`config.mk`:
```
export PLATFORM = sky130hd
export DESIGN_NAME = ihm_ctrl
export DESIGN_NICKNAME = d
export VERILOG_FILES = /design/src/rtl/ihm_pkg.sv /design/src/rtl/ihm_ctrl.sv
export SDC_FILE = /design/constraint.sdc
export NUM_CORES = 1
export LEC_CHECK = 0
export ABC_AREA = 1
export BUFFER_PORTS_ARGS = -buffer_cell sky130_fd_sc_hd__buf_2
export CORE_MARGIN = 5
export CORE_UTILIZATION = 30
export CTS_CLUSTER_SIZE = 24
export DETAILED_ROUTE_END_ITERATION = 16
export PLACE_DENSITY = 0.51
export SLEW_MARGIN = 20
export SYNTH_ARGS = -nofsm -noshare
export SYNTH_HDL_FRONTEND = slang
export SYNTH_SLANG_ARGS = --single-unit
```
`constraint.sdc`:
```
create_clock -name clk_i -period 1.33 [get_ports clk_i]
set_input_delay 0.0665 -clock clk_i [delete_from_list [all_inputs] [get_ports clk_i]]
set_output_delay 0.0665 -clock clk_i [all_outputs]
set_load 0.02 [all_outputs]
```
`src/rtl/ihm_pkg.sv`:
```
// Shared constants, types and hash helpers of the inode pair hash map.
`default_nettype none

package ihm_pkg;

  // Table geometry
  localparam int unsigned CAPACITY = 1024;
  localparam int unsigned IDX_W    = $clog2(CAPACITY);
  localparam int unsigned LIVE_W   = IDX_W + 1;
  localparam int unsigned KEY_W    = 64;
  localparam int unsigned HANDLE_W = 32;
  localparam int unsigned HALF_W   = KEY_W / 2;

  // Mixer multipliers
  localparam logic [KEY_W-1:0] MIX_MUL_A = 64'h9E37_79B9_7F4A_7C15;
  localparam logic [KEY_W-1:0] MIX_MUL_B = 64'hBF58_476D_1CE4_E5B9;

  typedef enum logic [1:0] {
    MODE_LOOKUP   = 2'd0,
    MODE_REMEMBER = 2'd1,
    MODE_FORGET   = 2'd2,
    MODE_UNUSED   = 2'd3
  } mode_e;

  typedef enum logic [2:0] {
    ST_NOT_FOUND = 3'd0,
    ST_FOUND     = 3'd1,
    ST_INSERTED  = 3'd2,
    ST_FULL      = 3'd3,
    ST_REMOVED   = 3'd4
  } status_e;

  typedef enum logic [1:0] {
    MARK_EMPTY = 2'd0,
    MARK_LIVE  = 2'd1,
    MARK_TOMB  = 2'd2
  } mark_e;

  // Hash sequence: three partial products per 64-bit multiply
  typedef enum logic [3:0] {
    HS_A_LL  = 4'd0,
    HS_A_LH  = 4'd1,
    HS_A_HL  = 4'd2,
    HS_A_ACC = 4'd3,
    HS_MIX1  = 4'd4,
    HS_B_LL  = 4'd5,
    HS_B_LH  = 4'd6,
    HS_B_HL  = 4'd7,
    HS_B_ACC = 4'd8,
    HS_HOME  = 4'd9
  } hash_step_e;

  // One table row
  typedef struct packed {
    mark_e                mark;
    logic [KEY_W-1:0]     dev;
    logic [KEY_W-1:0]     ino;
    logic [HANDLE_W-1:0]  handle;
  } slot_t;

  // Controller to datapath
  typedef struct packed {
    logic        load_key;
    logic        hash_en;
    hash_step_e  hash_step;
    logic        rd_en;
    logic        track_free;
    logic        advance;
    logic        wr_en;
    mark_e       wr_mark;
    logic        wr_at_free;
    logic        res_load;
    status_e     res_status;
    logic        res_use_handle;
    logic        out_load;
  } ihm_cmd_t;

  // Datapath to controller
  typedef struct packed {
    logic slot_empty;
    logic slot_match;
    logic free_avail;
    logic probe_last;
    logic clr_last;
    logic table_full;
  } ihm_sts_t;

  function automatic logic [KEY_W-1:0] mix30(input logic [KEY_W-1:0] h);
    return h ^ (h >> 30);
  endfunction

  function automatic logic [IDX_W-1:0] fold27(input logic [KEY_W-1:0] h);
    logic [KEY_W-1:0] t;
    t = h ^ (h >> 27);
    return t[IDX_W-1:0];
  endfunction

endpackage

`default_nettype wire

```
`src/rtl/ihm_ctrl.sv`:
```
// Controller: clearing pass, hash sequencing, probe walk and response handshake.
`default_nettype none

module ihm_ctrl import ihm_pkg::*; (
  input  logic     clk_i,
  input  logic     rst_ni,
  input  logic     in_valid_i,
  output logic     in_ready_o,
  input  logic [1:0] mode_i,
  output logic     out_valid_o,
  input  logic     out_ready_i,
  input  ihm_sts_t sts_i,
  output ihm_cmd_t cmd_o
);

  typedef enum logic [5:0] {
    S_CLEAR = 6'b000001,
    S_IDLE  = 6'b000010,
    S_HASH  = 6'b000100,
    S_RD    = 6'b001000,
    S_CMP   = 6'b010000,
    S_DONE  = 6'b100000
  } state_e;

  state_e     state_q, state_d;
  hash_step_e step_q, step_d;
  mode_e      mode_q, mode_d;
  logic       out_vld_q, out_vld_d;

  // Next state and commands
  always_comb begin
    state_d            = state_q;
    step_d             = step_q;
    mode_d             = mode_q;
    in_ready_o         = 1'b0;
    cmd_o              = '0;
    cmd_o.hash_step    = step_q;
    cmd_o.wr_mark      = MARK_EMPTY;
    cmd_o.res_status   = ST_NOT_FOUND;

    unique case (state_q)
      S_CLEAR: begin
        cmd_o.wr_en   = 1'b1;
        cmd_o.advance = 1'b1;
        if (sts_i.clr_last) begin
          state_d = S_IDLE;
        end
      end
      S_IDLE: begin
        in_ready_o = 1'b1;
        if (in_valid_i) begin
          mode_d = mode_e'(mode_i);
          if (mode_i == MODE_UNUSED) begin
            cmd_o.res_load = 1'b1;
            state_d        = S_DONE;
          end else begin
            cmd_o.load_key = 1'b1;
            step_d         = HS_A_LL;
            state_d        = S_HASH;
          end
        end
      end
      S_HASH: begin
        cmd_o.hash_en = 1'b1;
        if (step_q == HS_HOME) begin
          state_d = S_RD;
        end else begin
          step_d = hash_step_e'(step_q + 4'd1);
        end
      end
      S_RD: begin
        cmd_o.rd_en = 1'b1;
        state_d     = S_CMP;
      end
      S_CMP: begin
        priority if (sts_i.slot_match) begin
          cmd_o.res_load = 1'b1;
          state_d        = S_DONE;
          if (mode_q == MODE_FORGET) begin
            cmd_o.wr_en      = 1'b1;
            cmd_o.wr_mark    = MARK_TOMB;
            cmd_o.res_status = ST_REMOVED;
          end else begin
            cmd_o.res_status     = ST_FOUND;
            cmd_o.res_use_handle = 1'b1;
          end
        end else if (sts_i.slot_empty || sts_i.probe_last) begin
          cmd_o.res_load = 1'b1;
          state_d        = S_DONE;
          if (mode_q == MODE_REMEMBER) begin
            if (!sts_i.table_full && sts_i.free_avail) begin
              cmd_o.wr_en      = 1'b1;
              cmd_o.wr_mark    = MARK_LIVE;
              cmd_o.wr_at_free = 1'b1;
              cmd_o.res_status = ST_INSERTED;
            end else begin
              cmd_o.res_status = ST_FULL;
            end
          end
        end else begin
          cmd_o.track_free = 1'b1;
          cmd_o.advance    = 1'b1;
          state_d          = S_RD;
        end
      end
      S_DONE: begin
        if (!out_vld_q || out_ready_i) begin
          cmd_o.out_load = 1'b1;
          state_d        = S_IDLE;
        end
      end
      default: state_d = S_IDLE;
    endcase
  end

  // Output valid follows the output register
  always_comb begin
    out_vld_d = out_vld_q;
    if (cmd_o.out_load) begin
      out_vld_d = 1'b1;
    end else if (out_ready_i) begin
      out_vld_d = 1'b0;
    end
  end

  always_ff @(posedge clk_i or negedge rst_ni) begin
    if (!rst_ni) begin
      state_q   <= S_CLEAR;
      step_q    <= HS_A_LL;
      mode_q    <= MODE_LOOKUP;
      out_vld_q <= 1'b0;
    end else begin
      state_q   <= state_d;
      step_q    <= step_d;
      mode_q    <= mode_d;
      out_vld_q <= out_vld_d;
    end
  end

  assign out_valid_o = out_vld_q;

endmodule

`default_nettype wire

```
# --- Word level (Yosys, flattened, before mapping) ---
# Cells that the tools add are included.
word_totals:
  register_bits: 13
  in_bits: 12
  out_inout_bits: 21
  word_cells: 74
op_classes:
  n_addsub: 1
  eq_ne: 16
  muxes: 43
  n_reduce_logical: 10
op_table:
  columns: ["operator", "count"]
  rows:
  - ["6-bit two-way mux", 7]
  - ["6-bit case mux with 6 select lines", 1]
  - ["4-bit two-way mux", 7]
  - ["1-bit two-way mux", 17]
  - ["3-bit two-way mux", 5]
  - ["2-bit inequality test (second input constant)", 6]
  - ["8-bit two-way mux", 1]
  - ["4-bit case mux with 2 select lines", 1]
  - ["4-bit AND reduction", 2]
  - ["6-bit by 1-bit == test with 1-bit output (second input constant)", 1]
  - ["6-bit by 2-bit == test with 1-bit output (second input constant)", 1]
  - ["6-bit by 3-bit == test with 1-bit output (second input constant)", 1]
  - ["6-bit by 4-bit == test with 1-bit output (second input constant)", 1]
  - ["6-bit by 5-bit == test with 1-bit output (second input constant)", 1]
  - ["6-bit == test (second input constant)", 1]
  - ["4-bit by 1-bit adder with 4-bit output (second input constant)", 1]
  - ["2-bit == test (second input constant)", 2]
  - ["4-bit == test (second input constant)", 1]
  - ["2-bit two-way mux", 2]
  - ["2-bit case mux with 2 select lines", 1]
  - ["2-bit nonzero test", 2]
  - ["2-bit by 1-bit == test with 1-bit output (second input constant)", 1]
  - ["1-bit zero test", 2]
  - ["1-bit logical OR", 2]
  - ["other kinds (3)", 3]

# --- Depth between registers and ports, before layout ---
logic_depth:
  ltp_word: 7
  depth_mapped: 8
  depth_no_buf: 8

# --- Worst setup path after synthesis ---
# OpenSTA, ideal clock, no wires.
synth_timing:
  path_type: "reg-to-output"
  start: "register state_q[3]"
  end: "output cmd_o[7] in the netlist's numbering"
  arrival_ps: 1373
  required_time_ps: 1263
  path_slack_ps: -109
  path_stages_with_launch: 9
  path_buffers: 1
  path_cell_list: "dfrtp_1 nor2_4 nand2_4 nor2_4 inv_2 nor2_4 nand2_2 inv_2 buf_4"
synth_lines:
  columns: ["item", "line", "source"]
  rows:
  - ["start, declared", "ihm_ctrl.sv:25", "state_e state_q, state_d;"]
  - ["start signal, assigned", "ihm_ctrl.sv:133", "state_q <= state_d;"]
  - ["end, declared", "ihm_ctrl.sv:13", "output ihm_cmd_t cmd_o"]

==> run summary <==
The run finished, with violations left. The final reports fail on setup timing. Entering global routing, the biggest net connects 14 pins. The count of final hold-check violations is 0. From bottom edge to top edge, the die measures roughly 66 µm.

The first-pass GRT wire length came out at just over 4 mm. Counting every instance in the synthesized netlist gives roughly 130. The first-iteration detailed-routing DRC count is 26.

In the final layout, the share of cells above drive strength 1 is 0.521. The worst setup path is launched from a flop. The final-layout fill cell count came out at 300. The average footprint of a synthesized cell came out at 7.32 µm². The floorplan row count came out at 20. In the layout the commonest cells are 27 x buf_4, 20 x nand2_1, 18 x inv_1. The total overflow left after global routing is 0.

The hold slack is 0.0189 ns. The dominant combinational cell family by area after synthesis is simple AND/OR/NAND/NOR gates. When the netlist entered floorplanning its net count stood at around 140. The synthesized-area fraction occupied by ao, oa, aoi and oai cells came out at 0.0636. Walking the worst path, the cells encountered are nor2_4, nand2_4, nor2_4, inv_4, nor2_4, nand2_2, inv_2, buf_6. The post-synthesis cell type count came out at 27. Compared with the post-synthesis result, the final layout area differs by 62.5%.

The number of port buffers came out at 32. For this design the static power due to leakage is between 0.8 and 0.9 nW. The number of max-capacitance violations reported is 0. Setup violations remaining at the end of the flow were counted as 25. The final cell count without fillers came out at ~230. Sorting the synthesized cells by area gives the leading types as dfrtp_1 32%, nand2_1 11%, inv_1 7.9%. The die boundary width is 66.1 µm. The global routing usage summed across all routing layers is 0.118. The post-synthesis sequential area ratio is 0.346. Setup repair after global routing could not meet its margin everywhere. 33 I/O pins were placed.

In this run the worst hold path is classified as in2reg. The pre-CTS setup slack is -0.00511 ns. The worst setup path is captured at an output port. The period utilization is 1.20. The final worst slack is -0.265 ns. The overall die area is 4370 µm². By startpoint and endpoint, the worst setup path is classified as reg2out. In this run, placement finished with an instance count of 209. The most numerous cell type found on the critical path is nor2_4. In the final layout, the multi-input gates occupy around 560 µm². The number of global-route vias before repair came out at ~940. The sequential standard cell area came out at approximately 330 µm². On the critical path, the stage with the largest delay is an instance of dfrtp_1. The total number of yosys warnings came out at 0. The top cell type's share of synthesized area is 0.318. The number of nets with antenna violations after routing came out at 0.

Of the total synthesized cell area, the portion taken by full adders, half adders and majority gates is 0.0265. Of all cell types, the one taking the most synthesized area is dfrtp_1. The peak clock frequency supported by timing is ~630 MHz. The post-synthesis mux area share is 0. The instance area after placement came out at roughly 1200 µm². The utilization of the core after routing is 0.507. The final weighted congestion of routability-driven global placement is about 0.83. The TritonCTS clock tree is built.

The mapped cell area is between 900 and 1000 µm². Clock latency on the worst-skew pair, taken at its later pin, is 0.29 ns. The xor and xnor area share after synthesis is 0.00927. The accumulated negative setup slack is -4.38 ns. The commonest non-fill, non-tap cell in the layout is buf_4. The clock tree buffer depth came out at 2. The tightest slew margin relative to the limit came out at 0.783. After detailed routing, the average wire length per cell comes to about 11 µm. The clock sink total is 13. The repair_antennas step left the layout with diodes totalling 0. The H-tree depth reported by CTS is 1. After detailed routing, the number of remaining DRC violations is 0.

The setup skew after layout came out at ~0.0033 ns. Power spread over the standard cell area amounts to 1780 nW/µm². In this design, the stage delay of the slowest critical-path cell is about 0.42 ns. The number of max-slew violations in the final report came out at 0. The final total power came out at ~2.7 mW. The number of antenna violations at the first check in global routing came out at 0. For this run, the detailed router's first-pass iteration total came to 4. At the end of the flow, the number of nets in the layout was approximately 210. The total number of vias came out at roughly 1000. Synthesis inferred 13 register bits. The required time of the critical path came out at around 1.3 ns. The CTS clock-pin slew for the worst setup and hold paths came out at around 0.090 ns. The peak supply drop is 0.00106 V. The via density per instance is between 4 and 5.

The TritonCTS buffer count came out at 3. The buffer type at the clock tree root is clkbuf_4. The arrival time at the worst endpoint is 1.53 ns.

The HPWL reported at the end of detailed placement is 1.75 mm. The transition at the pin with the smallest max-transition slack is between 0.3 and 0.4 ns. After layout, the minimum clock period comes to around 1.6 ns. The simple-gate portion of the synthesized area is 0.426. The post-route cell area came out at 1540 µm². The initial utilization of the core area, before any placement, comes to 0.312. The total detailed-routing wirelength is between 2 and 3 mm. The biggest fanout along the worst timing path came out at 5. The core region area came out at 3030 µm².
==> cells in the mapped netlist <==
cell type	number
a21oi_1	1
and2_1	1
buf_4	3
clkinv_4	1
dfrtp_1	12
dfstp_2	1
ha_1	2
inv_1	20
inv_2	4
nand2_1	28
nand2_2	2
nand2_4	2
nand3_1	12
nand3_2	1
nand3_4	1
nand3b_1	1
nand4_1	5
nor2_1	18
nor2_2	2
nor2_4	4
nor3_1	1
o21ai_0	2
o21ai_2	1
o21ai_4	1
o21bai_1	1
o31ai_2	1
xnor2_1	1
==> power breakdown <==
| group | total, mW | switching [mW] | internal, mW |
|---|---|---|---|
| sequential | 0.595 | 0.0920 | 0.503 |
| combinational | 1.86 | 0.986 | 0.877 |
| clock | 0.267 | 0.150 | 0.117 |
==> worst paths after layout <==
kind,start,endpoint,slack [ns],cells after the start
worst min register to register,mode_q[0]$_DFFE_PN0P_,mode_q[0]$_DFFE_PN0P_,0.51,2
min in group asynchronous,rst_ni,out_valid_o$_DFFE_PN0P_,0.20,2
worst max register to register,state_q[3]$_DFFE_PN0P_,state_q[3]$_DFFE_PN0P_,-0.22,10
worst max-delay path,state_q[2]$_DFFE_PN0P_,cmd_o[7],-0.27,8
worst min-delay path,mode_i[0],mode_q[0]$_DFFE_PN0P_,0.02,3
max in group asynchronous,rst_ni,state_q[0]$_DFFE_PN1P_,0.85,2
==> repair_timing <==
item	CTS	global route
pin swaps	7	12
setup endpoints to repair	16	25
hold buffers	2	0
gates resized for setup	27	25
cloned	0	0
hold endpoints to repair	14	0
setup buffers	13	7
==> layout make-up <==
class	count	area share
Tap cell	44	0.0359
Timing Repair Buffer	60	0.303
Inverter	25	0.0660
Multi-Input combinational cell	88	0.365
Clock buffer	4	0.0171
Sequential cell	13	0.213
==> per-layer routing <==
layer	global-route usage	vias to the layer above	routed length, µm
li1	-	521	-
met1	0.153	472	1160
met2	0.195	24	1350
met3	0.0374	0	132
met4	0.0152	0	0
met5	0	-	0
==> state kept, by name, summed over array words and instances (netlist names) <==
| register | count |
|---|---|
| out_valid_o | 1 |
| mode_q | 2 |
| state_q | 6 |
| step_q | 4 |
==> critical path: cells and delay by family, from the launching register on <==
kind	cells	cell delay, ns
simple gates	5	0.53
buf+inv	3	0.28
flops	1	0.42
==> cell families after synthesis <==
kind of cell               Yosys count
and+or+nand+nor                     78
buffers and inverters               28
DFF                                 13
AOI/OAI and AO/OA                    7
adders and majority gates            2
xor gates and xnor gates             1
(Power assumes the default switching activity.)
